<file path="src/rtl/core/pmmh_pkg.sv">
package pmmh_pkg;

    localparam int HIST_BINS_DEF = 256;
    localparam int BYTE_BINS     = 64;
    localparam int GVAR_BINS     = 256;
    localparam int GVAR_SHIFT    = 5;
    localparam int BIN_SHIFT     = 2;

    localparam int CFG_IDX_W  = 1;
    localparam int CFG_DATA_W = 3;

    typedef enum logic [1:0] {
        OP_PIXEL = 2'd0,
        OP_READ  = 2'd1,
        OP_CLEAR = 2'd2
    } op_t;

    typedef enum logic [CFG_IDX_W-1:0] {
        CFG_BYTES_PER_PIXEL = 1'b0,
        CFG_GVAR_RAW_MODE   = 1'b1
    } cfg_idx_t;

    // one completed pixel from the byte assembler
    typedef struct packed {
        logic        done;
        logic        hist_en;
        logic        gvar;
        logic [31:0] value;
    } pix_t;

endpackage

</file>
<file path="src/rtl/core/pmmh_assembler.sv">
module pmmh_assembler (
    input  logic                         clk,
    input  logic                         rst_n,
    input  logic                         take,
    input  logic                         restart,
    input  logic [7:0]                   data_byte,
    input  logic [pmmh_pkg::CFG_DATA_W-1:0] bytes_per_pixel,
    input  logic                         gvar_raw_mode,
    output pmmh_pkg::pix_t               pix
);

    logic [31:0] acc_reg;
    logic [31:0] acc_next;
    logic [1:0]  pos_reg;
    logic [1:0]  pos_next;
    logic [1:0]  last;
    logic        gvar;
    logic [31:0] shifted;

    // out-of-range byte counts fold onto 1 and 4
    always_comb
    begin
        unique case (bytes_per_pixel) inside
            3'd0, 3'd1: last = 2'd0;
            3'd2:       last = 2'd1;
            3'd3:       last = 2'd2;
            default:    last = 2'd3;
        endcase
    end

    assign gvar    = (last == 2'd1) && gvar_raw_mode;
    assign shifted = {acc_reg[23:0], data_byte};

    assign pix.done    = take && (pos_reg == last);
    assign pix.gvar    = gvar;
    assign pix.hist_en = gvar || (last == 2'd0);
    assign pix.value   = gvar ? (shifted >> pmmh_pkg::GVAR_SHIFT) : shifted;

    always_comb
    begin
        acc_next = acc_reg;
        pos_next = pos_reg;
        if (restart)
        begin
            acc_next = '0;
            pos_next = '0;
        end
        else if (take)
        begin
            if (pos_reg == last)
            begin
                acc_next = '0;
                pos_next = '0;
            end
            else
            begin
                acc_next = shifted;
                pos_next = pos_reg + 2'd1;
            end
        end
    end

    always_ff @(posedge clk or negedge rst_n)
    begin
        if (!rst_n)
        begin
            acc_reg <= '0;
            pos_reg <= '0;
        end
        else
        begin
            acc_reg <= acc_next;
            pos_reg <= pos_next;
        end
    end

endmodule

</file>
<file path="config.mk">
export PLATFORM = sky130hd
export DESIGN_NAME = pmmh_assembler
export DESIGN_NICKNAME = d
export VERILOG_FILES = /design/src/rtl/core/pmmh_pkg.sv /design/src/rtl/core/pmmh_assembler.sv
export SDC_FILE = /design/constraint.sdc
export NUM_CORES = 1
export LEC_CHECK = 0
export BUFFER_PORTS_ARGS = -buffer_cell sky130_fd_sc_hd__buf_4
export CAP_MARGIN = 20
export CORE_MARGIN = 2
export CORE_UTILIZATION = 45
export DETAILED_ROUTE_END_ITERATION = 12
export HOLD_SLACK_MARGIN = 0.08
export MAX_ROUTING_LAYER = met4
export PLACE_DENSITY = 0.71
export SLEW_MARGIN = 20
export SYNTH_ARGS = -nofsm -noshare
export SYNTH_HDL_FRONTEND = slang
export SYNTH_SLANG_ARGS = --single-unit
</file>
<file path="constraint.sdc">
create_clock -name clk -period 2.08 [get_ports clk]
set_clock_uncertainty 0.1 [all_clocks]
set_input_delay 0.208 -clock clk [delete_from_list [all_inputs] [get_ports clk]]
set_output_delay 0.208 -clock clk [all_outputs]
set_load 0.01 [all_outputs]
</file>
==> out/metrics.yaml <==
cts.sinks: 26
grt_pass1_vias: 1313
cts_tree: "yes"
synth.avg_cell_area_sq_um: 9.61
drt_iter0_drc: 81
drive_gt1_share_pct: 32.1
portBuffers: 50
initial_utilization_pct: 46.6
p_per_area_mw_per_mm2: 471
crit_required_ns: 1.77
place.gp.congestion: 0.806
postRouteAntennaNets: 0
cts_root_buf: "clkbuf_4"
drt_wl_total_um: 3780
ys_warn_count: 0
remaining_drc_errors: 0
h-tree-depth: 1
yosysTopAreaCellShare_pct: 41.8
tns_ns: 0
viasPerCell: 5.46
netlist_area_sq_mm: 0.00156
ys_seq_area_share_pct: 41.8
path_cells: "or3_1, a31oi_2, a31oi_1, nor2b_1, buf_4"
holdCritPathClass: "input port to register"
finalCritPeriodShare_pct: 95.6
n_antenna_cell: 0
min_period_ns: 1.99
synth_fa_ha_area_share_pct: 0
placed_cell_area_sq_mm: 0.00197
max_slew_margin_pct: 77.2
worstPathArrival_ns: 1.68
num_rows: 21
finalHoldViolCount: 0
yosys.cell_types.count: 27
layout_setup_ws_ns: 0.0913
worst_pin_slew_ns: 0.342
report.power.total_uw: 981
worst_path_max_delay_cell: "dfrtp_2"
clk_path_buf_depth: 2
end_kind: "output pin"
track_usage_pct: 20.4
synth_xor_area_share_pct: 0
antenna_found_initial: 0
grt_max_degree: 35
layout.filler_cells: 301
die_x_um: 62.8
ys_async_sr_fraction_pct: 100
fin_nets: 233
rsz0062_at_grt: "false"
pre_cts_ws_ns: 0.152
synth_largest_area_cell: "dfrtp_1"
setup_viol: 0
vias: 1425
dieArea_sq_mm: 0.00395
synth_area_leaders: "dfrtp_1 42%, o32ai_1 9.0%, mux2_1 8.7%"
slew_viol_final: 0
synth-simple-area-share_pct: 18.5
die_h_um: 62.8
yosysMostFrequentCell: "dfrtp_1"
synth_compound_area_share_pct: 18.7
r2r_slack_ns: 0.32
synth-main-ff-cell: "dfrtp_1"
wl_per_cell_um: 14.5
synthesis.nets: 178
max-vdd-ir-drop_v: 0.000220
cp_top_family: "simple AND/OR/NAND/NOR gates"
clk_pin_slew_ns: 0.14
insertion_delay_ns: 0.32
fmax_ghz: 0.503
maxCapViolations: 0
status: "completed"
first_pass_iters: 4
ys_seq_elements: 26
grt.overflow.total: 0
dp_hpwl_um: 2670
boundaryPins: 51
area_growth_pct: 34.0
synth.area.mux_share_pct: 11.6
grt_pass1_wl_um: 6420
core_region_area_sq_mm: 0.00334
setup.worst_path.class: "register to output pin"
synth_common_cells: "26 x dfrtp_1, 17 x inv_1, 17 x nand2b_1, 16 x o32ai_1"
numCtsBuffers: 3
synth_edf_count: 0
synthCells: 162
crit_fanout: 6
largest_reg_flops: 24
leakage_nw: 0.975
synth_top_family_by_area: "compound AO/OA/AOI/OAI gates"
critPathLaunchType: "register"
slowest_delay_ns: 0.47
fin_area_sq_mm: 0.00209
crit_buf_inv: 1
==> per-layer routing <==
layer  up-vias  track usage, %  share of wire (%)
li1        689               -                  -
met1       686            28.1                 47
met2        44            30.8                 47
met3         6            3.24                4.7
met4         0            6.67                1.0
met5         -               -                  0
==> worst reg2reg max path: cells and delay by family, from the launching register on <==
family	cells	cell delay [ns]
AND/OR/NAND/NOR	2	0.70
flip-flops	1	0.47
AO/OA/AOI/OAI	2	0.38
==> metrics by stage <==
| step | std cells | hold WS (ns) | utilization (%) |
|---|---|---|---|
| global route | 261 | 0.0850 | 62.5 |
| global placement | 249 | 0.0337 | 59.0 |
| CTS | 259 | 0.0843 | 61.8 |
| detailed placement | 249 | 0.0392 | 59.0 |
| floorplan | 162 | -0.188 | - |
| finish | 261 | 0.0995 | 62.5 |
==> worst paths after layout <==
path / startpoint / to / cells after the start
worst max-delay path: pos_reg[0] / pix[34] / 5
max in group asynchronous: rst_n / pos_reg[1] / 2
worst min-delay path: data_byte[7] / acc_reg[7] / 3
worst min register to register: acc_reg[18] / acc_reg[18] / 2
min in group asynchronous: rst_n / acc_reg[1] / 2
worst max register to register: pos_reg[0] / acc_reg[19] / 4
==> report_power, final <==
| group | leakage (nW) | internal, mW | total, mW | switching (mW) |
|---|---|---|---|---|
| sequential | 0.354 | 0.523 | 0.537 | 0.0148 |
| clock | 0.0138 | 0.0680 | 0.219 | 0.151 |
| combinational | 0.607 | 0.112 | 0.225 | 0.113 |
| total | 0.975 | 0.703 | 0.981 | 0.279 |
==> what timing repair did <==
| action | 4_1_cts | 5_1_grt |
|---|---|---|
| gates resized for setup | 0 | 3 |
| endpoints found under the setup margin | 0 | 1 |
| endpoints found under the hold margin | 32 | 1 |
| hold buffers | 7 | 1 |
| setup buffers | 0 | 1 |
==> cells in the final DEF (no fill, tap or decap), types with 2 or more instances in the layout <==
cell type / count
buf_4: 53
dfrtp_1: 24
inv_1: 17
nand2b_1: 17
o32ai_1: 16
o21ai_0: 12
mux2_1: 12
nand2_1: 11
o22ai_1: 9
dlygate4sd3_1: 8
nor2_1: 5
mux2_2: 4
a21oi_1: 3
clkbuf_4: 3
nand4b_1: 2
nor2b_1: 2
nand3_1: 2
buf_12: 2
dfrtp_2: 2
==> cell families after synthesis <==
family / Yosys count
simple gates: 46
compound gates: 43
buf+inv: 31
flops: 26
mux: 16
==> final cells by class <==
type / count / area, sq um / share of cell area [%]
Timing Repair Buffer: 64 / 523 / 25.1
Tap cell: 46 / 57.6 / 2.76
Inverter: 17 / 63.8 / 3.06
Sequential cell: 26 / 653 / 31.3
Multi-Input combinational cell: 105 / 766 / 36.7
Clock buffer: 3 / 22.5 / 1.08
No activity file was read; power rests on OpenSTA's default activity.
